<file path="src/design/kfc_pkg.sv">
// Shared types and constants for the keypad four-function calculator.
// Depends on nothing; every other design file imports it.
package kfc_pkg;

    localparam int unsigned VALUE_WIDTH_DEF = 32;
    localparam int unsigned DISP_W          = 32;
    localparam int unsigned MAX_W           = 64;
    localparam logic [3:0]  DIGIT_MAX       = 4'd9;

    typedef enum logic [1:0] {
        KEY_DIGIT  = 2'd0,
        KEY_OP     = 2'd1,
        KEY_EQUALS = 2'd2,
        KEY_CLEAR  = 2'd3
    } t_key;

    typedef enum logic [1:0] {
        OP_ADD = 2'd0,
        OP_SUB = 2'd1,
        OP_DIV = 2'd2,
        OP_MUL = 2'd3
    } t_oper;

    typedef enum logic [1:0] {
        PH_IDLE   = 2'd0,
        PH_FIRST  = 2'd1,
        PH_OPER   = 2'd2,
        PH_SECOND = 2'd3
    } t_phase;

    typedef enum logic [2:0] {
        ST_IDLE,
        ST_MUL,
        ST_DIV,
        ST_MUL_FIN,
        ST_DIV_FIN
    } t_ctrl_state;

    typedef enum logic [3:0] {
        DP_IDLE,
        DP_CLEAR,
        DP_LOAD,
        DP_APPEND,
        DP_SAVE,
        DP_ADD,
        DP_SUB,
        DP_MUL_START,
        DP_DIV_START,
        DP_MUL_STEP,
        DP_DIV_STEP,
        DP_MUL_DONE,
        DP_DIV_DONE
    } t_dp_op;

    typedef struct packed {
        t_dp_op op;
        logic   chain;   // write the result to the first operand as well
        logic   emit;    // load the output register this cycle
    } t_dp_cmd;

endpackage

</file>
<file path="src/design/kfc_if.sv">
// Valid/ready channel interfaces for key words and result words.
// Depends on kfc_pkg.
interface kfc_key_if;
    logic       valid;
    logic       ready;
    logic [1:0] mode;
    logic [3:0] digit;
    logic [1:0] operator_code;

    modport source(output valid, mode, digit, operator_code, input ready);
    modport sink(input valid, mode, digit, operator_code, output ready);
endinterface

interface kfc_res_if;
    import kfc_pkg::*;
    logic                     valid;
    logic                     ready;
    logic signed [DISP_W-1:0] display_value;
    logic                     div_by_zero;

    modport source(output valid, display_value, div_by_zero, input ready);
    modport sink(input valid, display_value, div_by_zero, output ready);
endinterface

</file>
<file path="src/design/kfc_ctrl.sv">
// Controller: entry phase, pending operator and the multi-cycle sequencer.
// Depends on kfc_pkg; drives kfc_dp through a t_dp_cmd word.
module kfc_ctrl #(
    parameter int unsigned VALUE_WIDTH = kfc_pkg::VALUE_WIDTH_DEF
) (
    input  logic             i_clk,
    input  logic             i_rst_n,
    input  logic             i_key_valid,
    output logic             o_key_ready,
    input  kfc_pkg::t_key    i_mode,
    input  logic [3:0]       i_digit,
    input  kfc_pkg::t_oper   i_operator_code,
    output logic             o_res_valid,
    input  logic             i_res_ready,
    output kfc_pkg::t_dp_cmd o_cmd
);
    import kfc_pkg::*;

    localparam int unsigned CNT_W = $clog2(VALUE_WIDTH);
    localparam logic [CNT_W-1:0] CNT_LAST = CNT_W'(VALUE_WIDTH - 1);

    t_ctrl_state     r_state, n_state;
    t_phase          r_phase, n_phase;
    t_oper           r_pend, n_pend;
    logic            r_chain, n_chain;
    logic [CNT_W-1:0] r_cnt, n_cnt;
    logic            r_res_valid, n_res_valid;

    logic w_ready, w_fire, w_apply, w_digit_ok, w_long_op, w_emit;

    assign w_ready    = (r_state == ST_IDLE) && (!r_res_valid || i_res_ready);
    assign w_fire     = w_ready && i_key_valid;
    assign w_digit_ok = (i_digit <= DIGIT_MAX);
    assign w_apply    = (r_phase == PH_SECOND)
                        && ((i_mode == KEY_OP) || (i_mode == KEY_EQUALS));
    assign w_long_op  = (r_pend == OP_MUL) || (r_pend == OP_DIV);

    // next state
    always_comb begin
        n_state = r_state;
        n_phase = r_phase;
        n_pend  = r_pend;
        n_chain = r_chain;
        n_cnt   = r_cnt;
        unique case (r_state)
            ST_IDLE: begin
                if (w_fire) begin
                    unique case (i_mode)
                        KEY_CLEAR: begin
                            n_phase = PH_IDLE;
                            n_pend  = OP_ADD;
                        end
                        KEY_DIGIT: begin
                            if (w_digit_ok) begin
                                if (r_phase == PH_IDLE && i_digit != 4'd0) begin
                                    n_phase = PH_FIRST;
                                end else if (r_phase == PH_OPER) begin
                                    n_phase = PH_SECOND;
                                end
                            end
                        end
                        KEY_OP: begin
                            n_pend = i_operator_code;
                            if (r_phase != PH_IDLE) begin
                                n_phase = PH_OPER;
                            end
                            n_chain = 1'b1;
                        end
                        KEY_EQUALS: begin
                            if (r_phase == PH_SECOND) begin
                                n_phase = PH_IDLE;
                            end
                            n_chain = 1'b0;
                        end
                    endcase
                    if (w_apply && w_long_op) begin
                        n_state = (r_pend == OP_MUL) ? ST_MUL : ST_DIV;
                        n_cnt   = '0;
                    end
                end
            end
            ST_MUL: begin
                n_cnt = r_cnt + 1'b1;
                if (r_cnt == CNT_LAST) begin
                    n_state = ST_MUL_FIN;
                end
            end
            ST_DIV: begin
                n_cnt = r_cnt + 1'b1;
                if (r_cnt == CNT_LAST) begin
                    n_state = ST_DIV_FIN;
                end
            end
            ST_MUL_FIN, ST_DIV_FIN: begin
                n_state = ST_IDLE;
            end
            default: begin
                n_state = ST_IDLE;
            end
        endcase
    end

    // outputs: command word for the datapath
    always_comb begin
        o_cmd.op    = DP_IDLE;
        o_cmd.chain = r_chain;
        o_cmd.emit  = 1'b0;
        w_emit      = 1'b0;
        unique case (r_state)
            ST_IDLE: begin
                if (w_fire) begin
                    w_emit      = !(w_apply && w_long_op);
                    o_cmd.chain = (i_mode == KEY_OP);
                    unique case (i_mode)
                        KEY_CLEAR: o_cmd.op = DP_CLEAR;
                        KEY_DIGIT: begin
                            if (w_digit_ok) begin
                                if (r_phase == PH_IDLE || r_phase == PH_OPER) begin
                                    o_cmd.op = DP_LOAD;
                                end else begin
                                    o_cmd.op = DP_APPEND;
                                end
                            end
                        end
                        KEY_OP, KEY_EQUALS: begin
                            if (w_apply) begin
                                unique case (r_pend)
                                    OP_ADD: o_cmd.op = DP_ADD;
                                    OP_SUB: o_cmd.op = DP_SUB;
                                    OP_MUL: o_cmd.op = DP_MUL_START;
                                    OP_DIV: o_cmd.op = DP_DIV_START;
                                endcase
                            end else if (i_mode == KEY_OP
                                         && (r_phase == PH_IDLE || r_phase == PH_FIRST)) begin
                                o_cmd.op = DP_SAVE;
                            end
                        end
                    endcase
                end
            end
            ST_MUL:     o_cmd.op = DP_MUL_STEP;
            ST_DIV:     o_cmd.op = DP_DIV_STEP;
            ST_MUL_FIN: begin
                o_cmd.op = DP_MUL_DONE;
                w_emit   = 1'b1;
            end
            ST_DIV_FIN: begin
                o_cmd.op = DP_DIV_DONE;
                w_emit   = 1'b1;
            end
            default: o_cmd.op = DP_IDLE;
        endcase
        o_cmd.emit = w_emit;
    end

    // hold the result word until the sink takes it
    always_comb begin
        if (w_emit) begin
            n_res_valid = 1'b1;
        end else if (i_res_ready) begin
            n_res_valid = 1'b0;
        end else begin
            n_res_valid = r_res_valid;
        end
    end

    always_ff @(posedge i_clk) begin
        if (!i_rst_n) begin
            r_state     <= ST_IDLE;
            r_phase     <= PH_IDLE;
            r_pend      <= OP_ADD;
            r_chain     <= 1'b0;
            r_cnt       <= '0;
            r_res_valid <= 1'b0;
        end else begin
            r_state     <= n_state;
            r_phase     <= n_phase;
            r_pend      <= n_pend;
            r_chain     <= n_chain;
            r_cnt       <= n_cnt;
            r_res_valid <= n_res_valid;
        end
    end

    assign o_key_ready = w_ready;
    assign o_res_valid = r_res_valid;

endmodule

</file>
<file path="src/design/kfc_dp.sv">
// Datapath: current value, first operand, shift-add multiplier,
// restoring divider and the result register. Depends on kfc_pkg.
module kfc_dp #(
    parameter int unsigned VALUE_WIDTH = kfc_pkg::VALUE_WIDTH_DEF
) (
    input  logic                              i_clk,
    input  logic                              i_rst_n,
    input  kfc_pkg::t_dp_cmd                  i_cmd,
    input  logic [3:0]                        i_digit,
    output logic signed [kfc_pkg::DISP_W-1:0] o_display_value,
    output logic                              o_div_by_zero
);
    import kfc_pkg::*;

    localparam int unsigned W = VALUE_WIDTH;

    logic [W-1:0] r_cur, n_cur;
    logic [W-1:0] r_first, n_first;
    logic [W-1:0] r_acc, n_acc;      // product accumulator / remainder
    logic [W-1:0] r_a, n_a;          // shifted multiplicand
    logic [W-1:0] r_b, n_b;          // multiplier / dividend-quotient shifter
    logic [W-1:0] r_d, n_d;          // divisor magnitude
    logic         r_neg, n_neg;
    logic         n_dz;

    logic [W-1:0] w_res;
    logic         w_write;
    logic [W:0]   w_rem_sh, w_diff;
    logic         w_ge;
    logic [W-1:0] w_mag_a, w_mag_b;
    logic [MAX_W-1:0] w_wide;
    logic signed [DISP_W-1:0] r_disp;
    logic         r_dz;

    assign w_mag_a  = r_first[W-1] ? (~r_first + 1'b1) : r_first;
    assign w_mag_b  = r_cur[W-1]   ? (~r_cur + 1'b1)   : r_cur;
    assign w_rem_sh = {r_acc, r_b[W-1]};
    assign w_diff   = w_rem_sh - {1'b0, r_d};
    assign w_ge     = (w_rem_sh >= {1'b0, r_d});

    always_comb begin
        n_acc   = r_acc;
        n_a     = r_a;
        n_b     = r_b;
        n_d     = r_d;
        n_neg   = r_neg;
        n_dz    = 1'b0;
        w_res   = r_cur;
        w_write = 1'b0;
        n_first = r_first;
        unique case (i_cmd.op)
            DP_CLEAR: begin
                w_res   = '0;
                w_write = 1'b1;
                n_first = '0;
            end
            DP_LOAD: begin
                w_res   = W'(i_digit);
                w_write = 1'b1;
            end
            DP_APPEND: begin
                w_res   = (r_cur << 3) + (r_cur << 1) + W'(i_digit);
                w_write = 1'b1;
            end
            DP_SAVE: n_first = r_cur;
            DP_ADD: begin
                w_res   = r_first + r_cur;
                w_write = 1'b1;
            end
            DP_SUB: begin
                w_res   = r_first - r_cur;
                w_write = 1'b1;
            end
            DP_MUL_START: begin
                n_acc = '0;
                n_a   = r_first;
                n_b   = r_cur;
            end
            DP_DIV_START: begin
                n_acc = '0;
                n_b   = w_mag_a;
                n_d   = w_mag_b;
                n_neg = r_first[W-1] ^ r_cur[W-1];
            end
            DP_MUL_STEP: begin
                if (r_b[0]) begin
                    n_acc = r_acc + r_a;
                end
                n_a = r_a << 1;
                n_b = r_b >> 1;
            end
            DP_DIV_STEP: begin
                n_acc = w_ge ? w_diff[W-1:0] : w_rem_sh[W-1:0];
                n_b   = {r_b[W-2:0], w_ge};
            end
            DP_MUL_DONE: begin
                w_res   = r_acc;
                w_write = 1'b1;
            end
            DP_DIV_DONE: begin
                if (r_d == '0) begin
                    w_res = '0;
                    n_dz  = 1'b1;
                end else begin
                    w_res = r_neg ? (~r_b + 1'b1) : r_b;
                end
                w_write = 1'b1;
            end
            default: begin
                w_write = 1'b0;
            end
        endcase
        n_cur = w_write ? w_res : r_cur;
        // an operator key chains the result into the first operand
        if (w_write && i_cmd.chain && i_cmd.op != DP_CLEAR) begin
            n_first = w_res;
        end
    end

    assign w_wide = MAX_W'(n_cur);

    always_ff @(posedge i_clk) begin
        if (!i_rst_n) begin
            r_cur   <= '0;
            r_first <= '0;
        end else begin
            r_cur   <= n_cur;
            r_first <= n_first;
        end
    end

    always_ff @(posedge i_clk) begin
        r_acc <= n_acc;
        r_a   <= n_a;
        r_b   <= n_b;
        r_d   <= n_d;
        r_neg <= n_neg;
        if (i_cmd.emit) begin
            r_disp <= $signed(w_wide[DISP_W-1:0]);
            r_dz   <= n_dz;
        end
    end

    assign o_display_value = r_disp;
    assign o_div_by_zero   = r_dz;

endmodule

</file>
<file path="src/design/keypad_four_function_calculator_unit.sv">
// Keypad four-function calculator: one key word in, one result word out.
// Digit, clear, add, subtract and ignored keys give their result word in
// the cycle after acceptance; multiply and divide first run the
// one-bit-per-cycle shift-add / restoring divide loop in the sequencer.
// Throughput: one key per cycle unless results stall or mul/div runs.
// Reset (i_rst_n low, synchronous) clears phase, values and operator to add.
module keypad_four_function_calculator_unit #(
    parameter int unsigned VALUE_WIDTH = kfc_pkg::VALUE_WIDTH_DEF
) (
    input  logic            i_clk,
    input  logic            i_rst_n,
    kfc_key_if.sink         i_key,
    kfc_res_if.source       o_res
);
    import kfc_pkg::*;

    // Command word from the controller to the datapath.  The controller
    // owns the entry phase and pending operator; the datapath owns the
    // values and the arithmetic.
    t_dp_cmd w_cmd;

    // Controller: accepts a key word only when the sequencer is idle and
    // the result register is empty or draining this cycle, so a word that
    // is being taken does not block the next key.
    kfc_ctrl #(
        .VALUE_WIDTH(VALUE_WIDTH)
    ) u_ctrl (
        .i_clk          (i_clk),
        .i_rst_n        (i_rst_n),
        .i_key_valid    (i_key.valid),
        .o_key_ready    (i_key.ready),
        .i_mode         (t_key'(i_key.mode)),
        .i_digit        (i_key.digit),
        .i_operator_code(t_oper'(i_key.operator_code)),
        .o_res_valid    (o_res.valid),
        .i_res_ready    (o_res.ready),
        .o_cmd          (w_cmd)
    );

    // Datapath: digits are applied in the accept cycle, so the digit field
    // is read straight from the channel; mul/div run on latched operands.
    kfc_dp #(
        .VALUE_WIDTH(VALUE_WIDTH)
    ) u_dp (
        .i_clk          (i_clk),
        .i_rst_n        (i_rst_n),
        .i_cmd          (w_cmd),
        .i_digit        (i_key.digit),
        .o_display_value(o_res.display_value),
        .o_div_by_zero  (o_res.div_by_zero)
    );

endmodule

</file>
<file path="src/flat_wrapper.sv">
// flat-port wrapper written by rule: the top's interface ports become plain ports
module keypad_four_function_calculator_unit_flat import kfc_pkg::*;
#(
    parameter int unsigned VALUE_WIDTH = kfc_pkg::VALUE_WIDTH_DEF
)
  (i_clk, i_rst_n, i_key_valid, i_key_mode, i_key_digit, i_key_operator_code, i_key_ready, o_res_valid, o_res_display_value, o_res_div_by_zero, o_res_ready);
  kfc_key_if i_key_i ();
  kfc_res_if o_res_i ();
  input  logic i_clk;
  input  logic i_rst_n;
  input wire logic [$bits(i_key_i.valid)-1:0] i_key_valid;
  input wire logic [$bits(i_key_i.mode)-1:0] i_key_mode;
  input wire logic [$bits(i_key_i.digit)-1:0] i_key_digit;
  input wire logic [$bits(i_key_i.operator_code)-1:0] i_key_operator_code;
  output wire logic [$bits(i_key_i.ready)-1:0] i_key_ready;
  output wire logic [$bits(o_res_i.valid)-1:0] o_res_valid;
  output wire logic [$bits(o_res_i.display_value)-1:0] o_res_display_value;
  output wire logic [$bits(o_res_i.div_by_zero)-1:0] o_res_div_by_zero;
  input wire logic [$bits(o_res_i.ready)-1:0] o_res_ready;
  assign i_key_i.valid = i_key_valid;
  assign i_key_i.mode = i_key_mode;
  assign i_key_i.digit = i_key_digit;
  assign i_key_i.operator_code = i_key_operator_code;
  assign i_key_ready = i_key_i.ready;
  assign o_res_valid = o_res_i.valid;
  assign o_res_display_value = o_res_i.display_value;
  assign o_res_div_by_zero = o_res_i.div_by_zero;
  assign o_res_i.ready = o_res_ready;
  keypad_four_function_calculator_unit #(.VALUE_WIDTH(VALUE_WIDTH)) u_core (.i_clk(i_clk), .i_rst_n(i_rst_n), .i_key(i_key_i), .o_res(o_res_i));
endmodule
</file>
<file path="config.mk">
export PLATFORM = sky130hd
export DESIGN_NAME = keypad_four_function_calculator_unit_flat
export DESIGN_NICKNAME = d
export VERILOG_FILES = /design/src/design/kfc_pkg.sv /design/src/design/kfc_if.sv /design/src/design/kfc_ctrl.sv /design/src/design/kfc_dp.sv /design/src/design/keypad_four_function_calculator_unit.sv /design/src/flat_wrapper.sv
export SDC_FILE = /design/constraint.sdc
export NUM_CORES = 1
export LEC_CHECK = 0
export BUFFER_PORTS_ARGS = -buffer_cell sky130_fd_sc_hd__buf_2
export CORE_AREA = 5 5 247 249
export DETAILED_ROUTE_END_ITERATION = 10
export DIE_AREA = 0 0 252 254
export GPL_TIMING_DRIVEN = 0
export SLEW_MARGIN = 15
export SYNTH_ARGS = -nofsm -noshare
export SYNTH_HDL_FRONTEND = slang
export SYNTH_SLANG_ARGS = --single-unit
</file>
<file path="constraint.sdc">
create_clock -name i_clk -period 9 [get_ports i_clk]
set_input_delay 1.35 -clock i_clk [delete_from_list [all_inputs] [get_ports i_clk]]
set_output_delay 1.35 -clock i_clk [all_outputs]
set_load 0.02 [all_outputs]
</file>
* Yosys cells after proc, flatten, opt, wreduce, memory -nomap -nowiden
Cells that the tools add are included.
** Storage, ports and cells
- Register bits after elaboration :: 240
- Bits of input ports :: 12
- Output and inout bits :: 35
- Word-level logic and storage cells :: 154
** Operators by class
- $add $sub $neg :: 10
- Magnitude comparators :: 2
- Equal/unequal tests :: 36
- Mux-type cells :: 45
- Bitwise gates (word level) :: 4
- Reduce and logical (&&, ||, !) cells :: 41
** Operators with widths (number)
- $mux W32 :: 7
- $pmux W32 S7 :: 1
- $pmux W32 S2 :: 2
- $pmux W32 S4 :: 1
- $add A32 B1 Y32 const B :: 3
- $add A32 B32 Y32 :: 3
- $not A32 Y32 :: 3
- $pmux W32 S3 :: 1
- $sub A32 B32 Y32 :: 2
- $ge A33 B32 Y1 :: 1
- $add A32 B4 Y32 :: 1
- $logic_not A32 Y1 :: 1
- $mux W31 :: 1
- $eq A4 B4 Y1 const B :: 5
- $pmux W4 S5 :: 1
- $eq A4 B3 Y1 const B :: 4
- $pmux W4 S4 :: 1
- $mux W3 :: 5
- $mux W5 :: 3
- $mux W2 :: 7
- $eq A2 B2 Y1 const B :: 6
- $ne A2 B2 Y1 const B :: 6
- $pmux W4 S3 :: 1
- $reduce_bool A2 Y1 :: 6
- other kinds (33) :: 66

* Longest topological paths before layout
- Depth in word-level cells :: 14
- Gate-level depth with buffers :: 22
- Gate-level depth less buffers :: 20

* Cells and area by module
A second synthesis with hierarchy kept.
** Second synthesis, totals
- Cells, all modules :: 2440
- Area total of the unflattened synthesis :: 20499.7 um^2
** By module, submodules not included
- kfc_dp :: instances 1, cells each 2310, area each 19458.7 um^2, seq. area each 6145.9 um^2
- kfc_ctrl :: instances 1, cells each 130, area each 1041.0 um^2, seq. area each 280.3 um^2

* Worst setup path after synthesis
OpenSTA, ideal clock, no wires.
- Path kind :: input -> register
- Start point :: input i_key_mode[0]
- End point :: register u_core.u_dp.r_acc[0], enable pin
- Setup time :: 0.470 ns
- Arrival time :: 7.970 ns
- Required time :: 8.530 ns
- Setup slack :: 0.559 ns
- Stages :: 13
- Buffers on the path :: 1
- Path through :: inv_1 ha_1 nand4_1 nor4_1 o21a_1 nand2_1 a21o_1 or2_2 clkbuf_1 inv_1 nor3_1 o21ai_0 a21boi_0
** On the way
- Longest elaborated chain between the ends :: 11
- Elaborated cells on any way between the ends :: 21
- Those cells by class :: eq/ne: 8; mux: 5; reduce/logical: 8
** RTL lines
- start, declared :: line flat_wrapper.sv:12 : input wire logic [$bits(i_key_i.mode)-1:0] i_key_mode;
- $eq A2 B1 Y1 or $eq A2 B2 Y1 (tied branches) :: line kfc_ctrl.sv:35, kfc_ctrl.sv:114, kfc_ctrl.sv:133
- $logic_and A1 B1 Y1 or $logic_or A1 B1 Y1 (tied branches) :: line kfc_ctrl.sv:134, kfc_ctrl.sv:35
- $mux W3 or $logic_and A1 B1 Y1 (tied branches) :: line kfc_ctrl.sv:133, kfc_ctrl.sv:35
- $mux W4 :: line kfc_ctrl.sv:126 : if (w_apply) begin
- $pmux W4 S3 * :: line kfc_ctrl.sv:114 : unique case (i_mode)
- $mux W5 * :: line kfc_ctrl.sv:111 : if (w_fire) begin
- $pmux W4 S5 * :: line kfc_ctrl.sv:109 : unique case (r_state)
- $eq A4 B4 Y1 or $eq A4 B3 Y1 (tied branches) :: line kfc_dp.sv:51 : unique case (i_cmd.op)
- $reduce_or A2 Y1 (no source line)
- $reduce_bool A3 Y1 (no source line)
- $reduce_and A2 Y1 (no source line) *
- end signal, assigned :: line kfc_dp.sv:133 : r_acc <= n_acc;
- end, declared :: line kfc_dp.sv:19 : logic [W-1:0] r_acc, n_acc;
Mark *: on every way between the ends. The rest lies on a longest branch, timed or not.
A chain may end at the register's enable or synchronous reset.

* Final worst setup path
- Start point :: input i_key_mode[0]
- End point :: register u_core.u_dp.r_disp[20], in the netlist u_core.u_dp.o_display_value[20] (data pin)
** On the way
- Longest elaborated chain between the ends :: 11
- Elaborated cells on any way between the ends :: 24
- Those cells by class :: eq/ne: 10; mux: 8; reduce/logical: 6
** RTL lines
- $eq A2 B1 Y1 or $eq A2 B2 Y1 (tied branches) :: line kfc_ctrl.sv:35, kfc_ctrl.sv:114, kfc_ctrl.sv:133
- $logic_and A1 B1 Y1 or $logic_or A1 B1 Y1 (tied branches) :: line kfc_ctrl.sv:134, kfc_ctrl.sv:35
- $mux W3 or $logic_and A1 B1 Y1 (tied branches) :: line kfc_ctrl.sv:133, kfc_ctrl.sv:35
- $mux W4 :: line kfc_ctrl.sv:126
- $pmux W4 S3 * :: line kfc_ctrl.sv:114
- $mux W5 * :: line kfc_ctrl.sv:111
- $pmux W4 S5 * :: line kfc_ctrl.sv:109
- $eq A4 B4 Y1, or another cell as far along :: line kfc_dp.sv:51
- $reduce_or A7 Y1 (no source line)
- $mux W1 :: line kfc_dp.sv:51
- $mux W32 * :: line kfc_dp.sv:113 : n_cur = w_write ? w_res : r_cur;
- via u_core.u_dp.n_cur[20] :: line kfc_dp.sv:17 : logic [W-1:0] r_cur, n_cur;
- end signal, assigned :: line kfc_dp.sv:139 : r_disp <= $signed(w_wide[DISP_W-1:0]);
- end, declared :: line kfc_dp.sv:32 : logic signed [DISP_W-1:0] r_disp;
The timed path passes the listed nets; every way through them passes the cells marked *.

==> results.sh <==
export IMPL_worst_path_max_fanout=10
export IMPL_cts_inserted_buffers=29
export IMPL_area_growth_pct=11.5
export IMPL_gp_congestion=1.03
export IMPL_critPathKind="input pin to flip-flop"
export IMPL_routed_wl_um=77500
export IMPL_fin_crit_ps=7520
export IMPL_nNetsFinal=2617
export IMPL_drive_gt1_share_pct=7.08
export IMPL_drt_iter0_drc=1909
export IMPL_p_switching_mw=0.957
export IMPL_clock_skew_ps=13.7
export IMPL_initial_utilization_pct=34.5
export IMPL_cts_setup_buffers=0
export IMPL_maxSlewViolCount=0
export IMPL_synth_async_reset_ratio_pct=0
export IMPL_grt_pass1_wl_um=116000
export IMPL_powerDensity_mw_per_mm2=137
export IMPL_period_share_pct=83.6
export IMPL_cts_max_level=1
export IMPL_ctsRootBufferMaster="clkbuf_16"
export IMPL_clock_sinks=240
export IMPL_p_leak_nw=9.22
export IMPL_final_common_cell="nand2_1"
export IMPL_r2r_start="u_core.u_ctrl.r_pend[0]$_SDFFE_PN0P_"
export IMPL_r2r_end="u_core.u_dp.o_display_value[20]$_DFFE_PP_"
export IMPL_core_mm2=0.0585
export IMPL_synth_flop_cell="edfxtp_1"
export IMPL_design_portCount=47
export IMPL_drcViolationCount=0
export IMPL_fillers=5962
export IMPL_hold_depth=2
export IMPL_maxSlewHeadroom_pct=14.3
export IMPL_portBuffers=46
export IMPL_cts_max_path_buffers=3
export IMPL_die_h_um=254
export IMPL_drv_cap=0
export IMPL_p_seq_share_pct=40.0
export IMPL_setup_viol=0
export IMPL_required_ps=9330
export IMPL_yosysUniqueCellTypes=96
export IMPL_vias_per_cell=5.96
export IMPL_crit_path_start_kind="input pin"
export IMPL_clk_latency_ps=590
export IMPL_first_pass_iters=6
export IMPL_tightestPinTransition_ps=1280
export IMPL_whs_endpoint="u_core.u_ctrl.r_cnt[3]$_SDFFE_PN0P_"
export IMPL_overflow=0
export IMPL_route_vias_total=19243
export IMPL_design_die_area_mm2=0.0640
export IMPL_synth_edf_count=162
export IMPL_clkPwrFrac_pct=39.4
export IMPL_dp_hpwl_um=61900
export IMPL_synth_seq_cells=240
export IMPL_power_frac_comb_pct=20.6
export IMPL_grt_antenna_before_repair=0
export IMPL_die_w_um=252
export IMPL_critPathArrivalTime_ps=7850
export IMPL_cts_resized=0
export IMPL_syn_inst=2352
export IMPL_outcome="completed"
export IMPL_fin_ws_ps=1480
export IMPL_diodes=0
export IMPL_grt_use_total_pct=23.3
export IMPL_hold_buffers=0
export IMPL_end_kind="flip-flop"
export IMPL_total_power_mw=3.07
export IMPL_cts_tree="yes"
export IMPL_syn_avg_cell_area_um2=8.58
export IMPL_hold_violations=0
export IMPL_yosysWarnings=0
export IMPL_max_vdd_ir_drop_mv=0.138
export IMPL_grt_pass1_vias=18619
export IMPL_rsz0062_at_grt="false"
export IMPL_syn_cell_area_mm2=0.0202
export IMPL_synth_seq_area_share_pct=31.8
export IMPL_grt_start_max_net_pins=28
export IMPL_avgRoutedWirePerCell_um=24.0
export IMPL_hp_start="u_core.u_ctrl.r_cnt[3]$_SDFFE_PN0P_"
export IMPL_switching_share_pct=31.1
export IMPL_synthesis_nets=2535
export IMPL_antenna_left=0
export IMPL_post_place_ws_ps=1040
export IMPL_rrSetupSlack_ps=2160
export IMPL_internal_power_mw=2.12
export IMPL_hold_path_class="flip-flop to flip-flop"
export IMPL_rows=89
export IMPL_clkSlewWorstSetupHoldPaths_ps=60
export IMPL_mostFrequentLayoutCells="235 x nand2_1, 207 x nor2_1, 188 x a21oi_1, 166 x ha_1, 162 x edfxtp_1"
export IMPL_rr_worst_depth=19
export IMPL_max_freq_ghz=0.133
power by group through the flow:
stage	Clock (mW)	Combinational [mW]	Sequential [mW]
floorplan	0	0.430	1.26
global placement	0	0.610	1.25
detailed placement	0	0.614	1.25
CTS	1.23	0.619	1.23
global route	1.28	0.687	1.23
finish	1.21	0.633	1.23
synthesized netlist by cell type (all sizes together) (33+ instances only):
library cell  number  share of area, %
inv               85               1.6
nand2            235               4.4
xor2              90               3.9
nor3              55               1.5
edfxtp           162                24
xnor2            128               5.6
o31ai             33               1.2
nand3             40              0.99
o22ai             38               1.2
nor2             211               4.0
clkbuf           106               2.0
a222oi            37               1.8
o21ai            154               3.8
a21oi            188               4.7
a21o              55               2.0
dfxtp             78               7.7
ha               166                10
cell type report:
class | instances | area (um2) | share of cell area (%)
Clock inverter | 12 | 88.8 | 0.395
Clock buffer | 42 | 890 | 3.95
Multi-Input combinational cell | 1893 | 12900 | 57.3
Timing Repair Buffer | 51 | 353 | 1.57
Buffer | 134 | 568 | 2.52
Sequential cell | 240 | 6430 | 28.5
Inverter | 85 | 319 | 1.42
Tap cell | 773 | 967 | 4.30
stage by stage:
step           hold WS [ps]  setup TNS, ps  utilization, %  cells  instance area, um2
2_1_floorplan           454              0               -   2352               20200
3_3_place_gp            470         -77200            36.6   3171               21400
3_5_place_dp            486              0            36.8   3176               21500
4_1_cts                 498              0            38.5   3230               22500
5_1_grt                 522              0            38.5   3230               22500
6_report                497              0            38.5   3230               22500
flip-flops by register name, indices dropped and copies added (netlist names):
name / count
u_core.u_dp.r_cur: 32
u_core.u_dp.o_display_value: 32
u_core.u_dp.r_d: 32
u_core.u_ctrl.r_chain: 1
u_core.u_dp.o_div_by_zero: 1
u_core.u_dp.r_b: 32
u_core.u_ctrl.o_res_valid: 1
u_core.u_ctrl.r_state: 3
u_core.u_dp.r_neg: 1
u_core.u_ctrl.r_pend: 2
u_core.u_dp.r_first: 32
u_core.u_dp.r_a: 32
u_core.u_ctrl.r_phase: 2
u_core.u_dp.r_acc: 32
u_core.u_ctrl.r_cnt: 5
worst max path at each step:
stage | startpoint | endpoint | cells past startpoint
floorplan | i_key_mode[0] | u_core.u_dp.r_acc[0]$_DFFE_PP_ | 13
global placement | i_key_mode[0] | u_core.u_dp.r_acc[31]$_DFFE_PP_ | 14
detailed placement | i_key_mode[0] | u_core.u_dp.o_display_value[26]$_DFFE_PP_ | 19
CTS | i_key_mode[0] | u_core.u_dp.r_cur[30]$_SDFF_PN0_ | 21
global route | i_key_mode[0] | u_core.u_dp.r_first[23]$_SDFFE_PN0P_ | 21
finish | i_key_mode[0] | u_core.u_dp.o_display_value[20]$_DFFE_PP_ | 20
critical path, cell delays in order:
cell	delay, ps
buf_2	130
inv_1	70
ha_1	390
nand3_1	120
a2bb2oi_1	190
o41ai_2	940
nand2_1	460
or2_2	510
clkbuf_1	330
mux2i_1	260
fa_1	490
a211oi_1	410
o211ai_1	290
a21oi_1	280
o22ai_1	130
nor2_1	300
xnor2_1	140
a221oi_1	460
o31ai_1	240
mux2_2	340
per-layer routing:
metal | vias to the layer above | share of wire (%) | GRT usage, %
li1 | 8966 | - | -
met1 | 9215 | 43 | 31.9
met2 | 912 | 45 | 38.4
met3 | 150 | 7.8 | 2.61
met4 | 0 | 4.0 | 8.39
met5 | - | 0 | 0
cells by family after synthesis:
kind of cell	synth area share, %
XOR/XNOR	9.50
adder cells (fa/ha/maj)	10.8
AND/OR/NAND/NOR	17.2
multiplexers	1.08
flip-flops	31.8
AO/OA/AOI/OAI	25.2
buffers and inverters	4.39
Power figures use the tool's default switching activity.
